$ cat config.mk
export PLATFORM = sky130hd
export DESIGN_NAME = sfc_regs
export DESIGN_NICKNAME = d
export VERILOG_FILES = /design/src/sv/sfc_pkg.sv /design/src/sv/sfc_regs.sv
export SDC_FILE = /design/constraint.sdc
export NUM_CORES = 1
export LEC_CHECK = 0
export ABC_AREA = 1
export ABC_CLOCK_PERIOD_IN_PS = 2000
export BUFFER_PORTS_ARGS = -buffer_cell sky130_fd_sc_hd__buf_2
export CAP_MARGIN = 20
export CELL_PAD_IN_SITES_DETAIL_PLACEMENT = 0
export CELL_PAD_IN_SITES_GLOBAL_PLACEMENT = 1
export CORE_MARGIN = 2
export CORE_UTILIZATION = 36
export DETAILED_ROUTE_END_ITERATION = 8
export PLACE_DENSITY = 0.87
export SLEW_MARGIN = 20
export SYNTH_ARGS = -nofsm -noshare
export SYNTH_HDL_FRONTEND = slang
export SYNTH_SLANG_ARGS = --single-unit
$ cat constraint.sdc
create_clock -name clk -period 2 [get_ports clk]
set_clock_uncertainty 0.15 [all_clocks]
set_input_delay 0.1 -clock clk [delete_from_list [all_inputs] [get_ports clk]]
set_output_delay 0.1 -clock clk [all_outputs]
set_load 0.03 [all_outputs]
$ cat src/sv/sfc_pkg.sv
// shared types and constants of the sphere frustum cull block
package sfc_pkg;

  // number of frustum planes
  localparam int NUM_PLANES = 6;

  // radius scale 1.3 as 333/256, times 4 to bring r into the Q.18 plane sum
  localparam logic [10:0] RADIUS_SCALE = 11'd1332;

  // register indexes on the config port
  localparam logic [2:0] REG_CAMERA_POSITION = 3'd0;
  localparam logic [2:0] REG_CAMERA_RADIUS   = 3'd1;
  localparam logic [2:0] REG_PLANE_0         = 3'd2;

  // cull reason codes
  typedef enum logic [1:0] {
    REASON_VISIBLE  = 2'd0,
    REASON_DISTANCE = 2'd1,
    REASON_PLANE    = 2'd2
  } reason_t;

  // one frustum plane as packed in its register
  typedef struct packed {
    logic [27:0] d;
    logic [11:0] nz;
    logic [11:0] ny;
    logic [11:0] nx;
  } plane_t;

  // configuration seen by the datapath
  typedef struct packed {
    logic [63:0]                  camera_position;
    logic [18:0]                  camera_radius;
    logic [NUM_PLANES-1:0][63:0]  planes;
  } cfg_t;

endpackage

$ cat src/sv/sfc_regs.sv
// config register file on an apb-style port
module sfc_regs
  import sfc_pkg::*;
(
  input  logic        clk,
  input  logic        rst,
  input  logic        psel,
  input  logic        penable,
  input  logic        pwrite,
  input  logic [5:0]  paddr,
  input  logic [63:0] pwdata,
  output logic [63:0] prdata,
  output logic        pready,
  output cfg_t        cfg
);

  logic [2:0] idx;
  logic       wr;
  logic [2:0] plane_idx;

  assign pready    = 1'b1;
  assign idx       = paddr[5:3];
  assign wr        = psel && penable && pwrite;
  assign plane_idx = idx - REG_PLANE_0;

  // register writes
  always_ff @(posedge clk) begin
    if (rst) begin
      cfg <= '0;
    end else if (wr) begin
      priority if (idx == REG_CAMERA_POSITION) begin
        cfg.camera_position <= pwdata;
      end else if (idx == REG_CAMERA_RADIUS) begin
        cfg.camera_radius <= pwdata[18:0];
      end else begin
        cfg.planes[plane_idx] <= pwdata;
      end
    end
  end

  // register reads
  always_comb begin
    priority if (idx == REG_CAMERA_POSITION) begin
      prdata = cfg.camera_position;
    end else if (idx == REG_CAMERA_RADIUS) begin
      prdata = {45'd0, cfg.camera_radius};
    end else begin
      prdata = cfg.planes[plane_idx];
    end
  end

endmodule

Word level (Yosys, flattened, before mapping). Index checks and enable logic that the tools add are counted.

Word-level logic and storage cells: 28. Output and inout bits: 532. Bits of input ports: 75. Register bits: 467.

Bitwise operators: 2. Multiplexer cells: 7. Add/sub/neg operators: 1. Reductions and logical operators: 7. Equal/unequal tests: 1. Order comparisons: 2.

Operator list (count): bitwise mux 384 bit (1); 2-to-1 mux 64 bit (4); binary-select mux 64 bit (select 3 bit) (1); demux 64 bit (select 3 bit) (1); AND reduction 3 bit (2); < comparator 3 x 4 -> 1 bit, second input constant (1); equality test 3 x 1 -> 1 bit, second input constant (1); greater-or-equal comparator 3 x 1 -> 1 bit, second input constant (1); logical AND 1 bit (3); logical NOT 3 bit (1); subtractor 3 x 2 -> 3 bit, second input constant (1); NOT 1 bit (2); AND reduction 2 bit (1).

Longest topological paths before layout. Gate-level depths: netlist (run 1).

Word-level depth: 6. Gate-level depth with buffers: 11. Gate-level depth less buffers: 9.

Worst setup path after synthesis (run 1). No wires, ideal clock.

Path type: input-to-output. Start point: in paddr[4]. End point: out prdata[6]. Data arrival time: 1.717 ns. Buffers on the path: 2. Setup slack: 0.033 ns. Stages: 10. Data required time: 1.750 ns. Cells stage by stage: inv_2 > clkbuf_1 > ha_1 > nand2_1 > clkbuf_1 > nor2_1 > a21oi_1 > nand2_1 > nand2_1 > nand2_1.

Longest elaborated chain between the ends: 5. Elaborated cells between the ends (all ways): 7. Classes of those cells: 1 x add/sub; 1 x eq/ne; 4 x mux; 1 x reduce/logical.

RTL lines: from (decl) (RTL line sfc_regs.sv:10) `input logic [5:0] paddr,`; subtractor 3 x 2 -> 3 bit (RTL line sfc_regs.sv:24) `assign plane_idx = idx - REG_PLANE_0;`; binary-select mux 64 bit (select 3 bit) (RTL line sfc_regs.sv:48) `prdata = cfg.planes[plane_idx];`; 2-to-1 mux 64 bit (not written as such) (RTL line sfc_regs.sv:48); 2-to-1 mux 64 bit (RTL line sfc_regs.sv:45) `end else if (idx == REG_CAMERA_RADIUS) begin`; 2-to-1 mux 64 bit * (RTL line sfc_regs.sv:43) `priority if (idx == REG_CAMERA_POSITION) begin`; to (decl) (RTL line sfc_regs.sv:12) `output logic [63:0] prdata,`.

Mark *: on every way between the ends. The rest lies on a longest branch, timed or not. The select of a mux whose other input is x is not followed.

Final worst setup path (run 1).
Start point: reg cfg[16] (netlist name). End point: out prdata[16].

Longest elaborated chain between the ends: 4.

RTL lines: from (decl) (RTL line sfc_regs.sv:14) `output cfg_t cfg`; binary-select mux 64 bit (select 3 bit) (RTL line sfc_regs.sv:48); 2-to-1 mux 64 bit (not written as such) (RTL line sfc_regs.sv:48); 2-to-1 mux 64 bit (RTL line sfc_regs.sv:45); 2-to-1 mux 64 bit (RTL line sfc_regs.sv:43).

No other way between the ends. The select of a mux whose other input is x is not followed.

==> results.cfg, run 1 <==
[outcome]
status = finished, final reports clean

[setup_path]
cp_top_family = simple AND/OR/NAND/NOR gates
worstPathRequired_ns = 1.75
endpoint_kind = output port
path_cells = inv_1, nand2_1, nand3_1, nand2_1, nand2_1, nand2_1, nand2_1, nand2_1, clkbuf_4
worst_path_most_repeated_cell = nand2_1
worstPathMaxFanout = 2
start_kind = flip-flop
path_class = reg -> out
crit_path_max_incr_delay_ns = 0.37
crit_buf_inv = 2
cp_data_arrival_time_ns = 1.68
crit_slowest_cell = dfxtp_1

[grt]
overflow = 0
first_global_vias = 22900
antenna_found_initial = 1
grt_usage = 0.269
grt_max_degree = 75
grt_pass1_wl_um = 139000

[yosys]
yosys-top-cells-area = dfxtp_1 41%, nand2_1 26%, nor2_1 15%
ys_warn_count = 0
synthCells = 3951
ys_ff_latch = 467
synth_largest_area_cell = dfxtp_1
synth_cell_types = 22
avgSynthCellArea_um2 = 5.82
yosysSeqAreaShare = 0.406
yosysTopAreaCellShare = 0.406
syn-cell-area_um2 = 23000
syn_nets = 4029

[sta]
slew_headroom = 0.647
fin_hold_ws_ns = 0.212
finalHoldViolCount = 0
finalMaxSlewViolations = 0
setup_viol = 0
period_share = 0.963
worst_pin_slew_ns = 0.528
max_freq_ghz = 0.519
layout_min_cycle_time_ns = 1.93

[clock_network]
clk-insertion-delay-late_ns = 0.59
cts_root_buf = clkbuf_16
cts_made_buffers = 53
h-tree-depth = 2
clock_tree.buffer_depth = 3
cts_tree = built
clkTransAtPathRegs_ns = 0.06
clock_sinks = 467

[run]
drv_cap = 0

[finish]
drive_gt1_frac = 0.195
insertedDiodeCount = 0
syn2layout_area_growth_pct = 31.0
nets = 4606
top_regs = cfg x467
largest_reg_flops = 467
final_core_util = 0.478
largest-register = cfg
stdcell_count = 5410

[die]
num_rows = 92
start_util = 0.365
core_region_area_um2 = 63100
die_area_um2 = 66000
io_pins = 607
die_y_um = 257
die_w_um = 257

[placed_design]
port_buffers = 602
dp.cells = 5241
gp_congestion = 0.887
dp_hpwl_um = 61300

[pwr]
peakVddDrop_v = 0.000676
power.leakage_nw = 18.1
powerDensity_nw_per_um2 = 719

[route]
ant_nets = 0
firstDrtPassIters = 6
viasPerCell = 4.63
wl_per_cell_um = 17.0
drt-initial-drc-count = 1910
dr_total_vias = 25100
drc = 0
routed_wl_um = 92000

[worst_hold_path]
min_path_type = in -> reg
area by class of cell:
class                   count  area [um2]
clock inverters            12         121
multi-input cells        2827       11100
flip-flops and latches    467        9440
well taps                 846        1060
fillers                  6717       32900
repair buffers            777        5330
inverters                 402        1530
clock buffers              79        1540
cell usage in the layout, fill, tap and decap left out, types with 2 or more instances in the layout:
cell type and n:
a21oi_1 74, a21oi_2 8, buf_12 49, buf_2 552
buf_4 76, buf_6 14, bufinv_16 2, clkbuf_1 17
clkbuf_16 55, clkbuf_4 17, clkbuf_8 8, clkinv_2 9
clkinv_4 2, dfxtp_1 402, dfxtp_2 63, dfxtp_4 2
dlygate4sd3_1 66, ha_1 2, inv_1 392, inv_2 4
inv_6 2, nand2_1 1581, nand2_2 16, nand3_1 63
nand3_2 2, nand4_1 6, nor2_1 940, o21ai_0 65
o21ai_1 63
synth_stat cells:
library cell	instances
clkbuf_1	101
a21oi_1	82
nor2_1	940
inv_2	7
buf_2	125
ha_1	3
buf_6	1
buf_1	25
dfxtp_1	467
nand3_2	1
conb_1	1
nor2_2	2
nand4_1	6
clkinv_1	1
o21ai_1	60
o21ai_0	68
buf_4	3
nand2_1	1599
nand3_1	64
inv_1	393
nand3_4	1
inv_4	1
repair_timing:
action                     4_1_cts  5_1_grt
setup endpoints to repair       31       62
hold buffers                    66        0
hold endpoints to repair       467        0
gates cloned                     1        0
buffers inserted                 4        8
pin swaps                        3        8
resized for setup               23      167
tightest hold or removal path: cells and delay by family:
family / cells / cell delay (ns)
AND/OR/NAND/NOR: 4 / 0.33
buffers and inverters: 4 / 0.48
kinds of logic after synthesis:
logic type / after synthesis / share of synthesized area
buffers and inverters: 657 / 0.115
adder cells (fa/ha/maj): 3 / 0.00163
AND/OR/NAND/NOR: 2613 / 0.431
other: 1 / 0.000163
AO/OA/AOI/OAI: 210 / 0.0457
flip-flops: 467 / 0.406
final timing paths:
check / end / slack, ns / start / cells past startpoint
min: cfg[335]$_SDFFE_PP0P_ / 0.21 / pwrite / 8
max: prdata[16] / 0.07 / cfg[16]$_SDFFE_PP0P_ / 9
max reg2reg: cfg[54]$_SDFFE_PP0P_ / 0.63 / cfg[54]$_SDFFE_PP0P_ / 5
min reg2reg: cfg[223]$_SDFFE_PP0P_ / 0.37 / cfg[223]$_SDFFE_PP0P_ / 4
per-layer routing:
layer  part of all wire  global-route usage  up-vias
met5                  0                   0        -
met4              0.036              0.0969        0
met3              0.063              0.0463      155
met2               0.46               0.445      822
met1               0.44               0.351    11300
li1                   -                   -    12800
through the flow:
| stage | total power, mW | cell area (um2) | setup WS, ns | setup TNS, ns |
|---|---|---|---|---|
| after global routing | 22.4 | 30100 | -0.0190 | -0.0488 |
| final | 21.7 | 30100 | 0.0737 | 0 |
| after global placement | 12.1 | 27300 | -0.0902 | -3.40 |
| after detailed placement | 12.1 | 27300 | -0.124 | -11.59 |
| after floorplan | 11.1 | 23000 | 0.0332 | 0 |
| after CTS | 21.8 | 29800 | -0.0177 | -0.0177 |
power by group:
part / internal, mW / switching [mW]
sequential: 9.41 / 0.0784
combinational: 0.822 / 1.80
clock: 5.53 / 4.03
total: 15.8 / 5.91
No activity file was read; power rests on OpenSTA's default activity.
==> inputs of run 2 (changes only) <==
Settings changed: SETUP_SLACK_MARGIN from default to 0.4.
==> run 2 against run 1 <==
  * Sequential power about the same
  * Total power increased by 2.3%
  * Register-to-register slack improved by 0.34 ns
  * Clock power increased by 3.6%
  * Clock-buffer cell count increased by 8
  * Sequential share of layout area decreased by 1.2 points
  * Cell count increased by 3.1%
  * Cell area increased by 6.9%
  * Critical path depth unchanged
  * Combinational power increased by 6%
  * Global-route usage decreased by 0.21 points
  * Largest cell class unchanged
  * Largest power group unchanged
==> results.cfg, run 2 (same netlist as run 1, synthesis figures left out) <==
[route]
wl_per_cell_um = 16.5
ant_nets = 0
dr_total_vias = 25800
routed_wl_um = 91900
drt-initial-drc-count = 1844
drc = 0
viasPerCell = 4.62
firstDrtPassIters = 5

[clock_network]
cts_made_buffers = 54
clk-insertion-delay-late_ns = 0.61
clock_sinks = 467
h-tree-depth = 2
cts_root_buf = clkbuf_16
clkTransAtPathRegs_ns = 0.06
cts_tree = built
clock_tree.buffer_depth = 3

[finish]
insertedDiodeCount = 0
nets = 4768
design_area_um2 = 32200
final_cell_mix = 1459 x nand2_1, 939 x nor2_1, 535 x buf_2, 316 x inv_1, 269 x dfxtp_2
n_fill_cell = 6544
seq_area_um2 = 9700
largest_reg_flops = 467
top_regs = cfg x467
drive_gt1_frac = 0.314
syn2layout_area_growth_pct = 40.0
multiInputGateArea_um2 = 11500
stdcell_count = 5578
largest-register = cfg
final_common_cell = nand2_1

[sta]
worst_pin_slew_ns = 0.681
max_freq_ghz = 0.531
fin_setup_tns_ns = 0
layout_min_cycle_time_ns = 1.88
setup_viol = 0
finalHoldViolCount = 0
finalMaxSlewViolations = 0
rsz0062_at_grt = yes
worst_slack_ns = 0.118
slew_headroom = 0.546
period_share = 0.941
fin_hold_ws_ns = 0.221

[placed_design]
gp_congestion = 0.845
dp.cells = 5234
post-place-ws_ns = 0.00479
dp_hpwl_um = 60400
port_buffers = 602
dpl_cell_area_um2 = 27400

[grt]
antenna_found_initial = 2
grt_pass1_wl_um = 139000
grt_max_degree = 85
grt_usage = 0.267
overflow = 0
first_global_vias = 23700

[run]
drv_cap = 0

[setup_path]
cp_data_arrival_time_ns = 1.63
path_cells = inv_1, nand2_1, nand3_2, nand2_1, nand2_2, nand2_2, nand2_4, nand2_2, buf_6
crit_slowest_cell = dfxtp_2
worstPathMaxFanout = 2
worstPathRequired_ns = 1.75
crit_path_max_incr_delay_ns = 0.32
endpoint_kind = output port
start_kind = flip-flop
worst_path_most_repeated_cell = nand2_2
path_class = reg -> out

[pwr]
peakVddDrop_v = 0.000578
powerDensity_nw_per_um2 = 688
power.leakage_nw = 19.2

[die]
start_util = 0.365
die_w_um = 257
core_region_area_um2 = 63100
num_rows = 92
die_y_um = 257
io_pins = 607
die_area_um2 = 66000

[outcome]
status = finished, final reports clean

[worst_hold_path]
min_path_type = in -> reg
run 2: cell count changes in the layout (fill, tap and decap cells not counted), sizes merged:
cell	change
bufinv	-1
clkinv	+1
buf	+180
bufbuf	-1
inv	-1
clkbuf	-9
dlygate4sd3	-1
run 2: timing repair:
| item | in CTS | in global routing |
|---|---|---|
| pin swaps | 114 | 152 |
| endpoints found under the hold margin | 467 | 0 |
| setup buffers | 121 | 60 |
| resized for setup | 443 | 160 |
| setup endpoints to repair | 66 | 64 |
| hold buffers | 65 | 0 |
run 2: power by group:
| group | total (mW) | internal (mW) | switching [mW] | leakage (nW) |
|---|---|---|---|---|
| Sequential | 9.49 | 9.42 | 0.0756 | 3.91 |
| Combinational | 2.78 | 0.925 | 1.85 | 14.4 |
| Clock | 9.90 | 5.79 | 4.11 | 0.872 |
| Total | 22.2 | 16.1 | 6.04 | 19.2 |
run 2: cell type report:
| class | count | area share |
|---|---|---|
| multi-input combinational | 2827 | 0.357 |
| sequential | 467 | 0.301 |
| clock inverter | 11 | 0.00272 |
| timing repair buffer | 938 | 0.207 |
| clock buffer | 87 | 0.0517 |
| inverter | 402 | 0.0474 |
| tap | 846 | 0.0329 |
run 2: worst max-delay path, delay by kind of cell (launching register included):
| kind | cells | cell delay (ns) |
|---|---|---|
| buf+inv | 2 | 0.16 |
| flops | 1 | 0.32 |
| simple gates | 7 | 0.56 |
run 2: through the flow:
stage / utilization / power [mW]
floorplan: - / 11.1
global placement: 0.434 / 12.1
detailed placement: 0.434 / 12.1
CTS: 0.499 / 22.2
global route: 0.511 / 22.9
finish: 0.511 / 22.2
run 2: routing by layer:
layer | vias to the layer above | routed length [um] | GRT usage
met5 | - | 13 | 0
li1 | 13100 | - | -
met2 | 892 | 43300 | 0.452
met4 | 2 | 2930 | 0.0916
met1 | 11600 | 39600 | 0.337
met3 | 161 | 6120 | 0.0530
run 2: worst paths after layout:
path / from / end / slack, ns / cells after the start
hold / removal: pwdata[56] / cfg[459]$_SDFFE_PP0P_ / 0.22 / 4
hold reg to reg: cfg[11]$_SDFFE_PP0P_ / cfg[11]$_SDFFE_PP0P_ / 0.37 / 4
setup reg to reg: cfg[192]$_SDFFE_PP0P_ / cfg[192]$_SDFFE_PP0P_ / 0.97 / 6
setup / recovery: cfg[127]$_SDFFE_PP0P_ / prdata[63] / 0.12 / 9
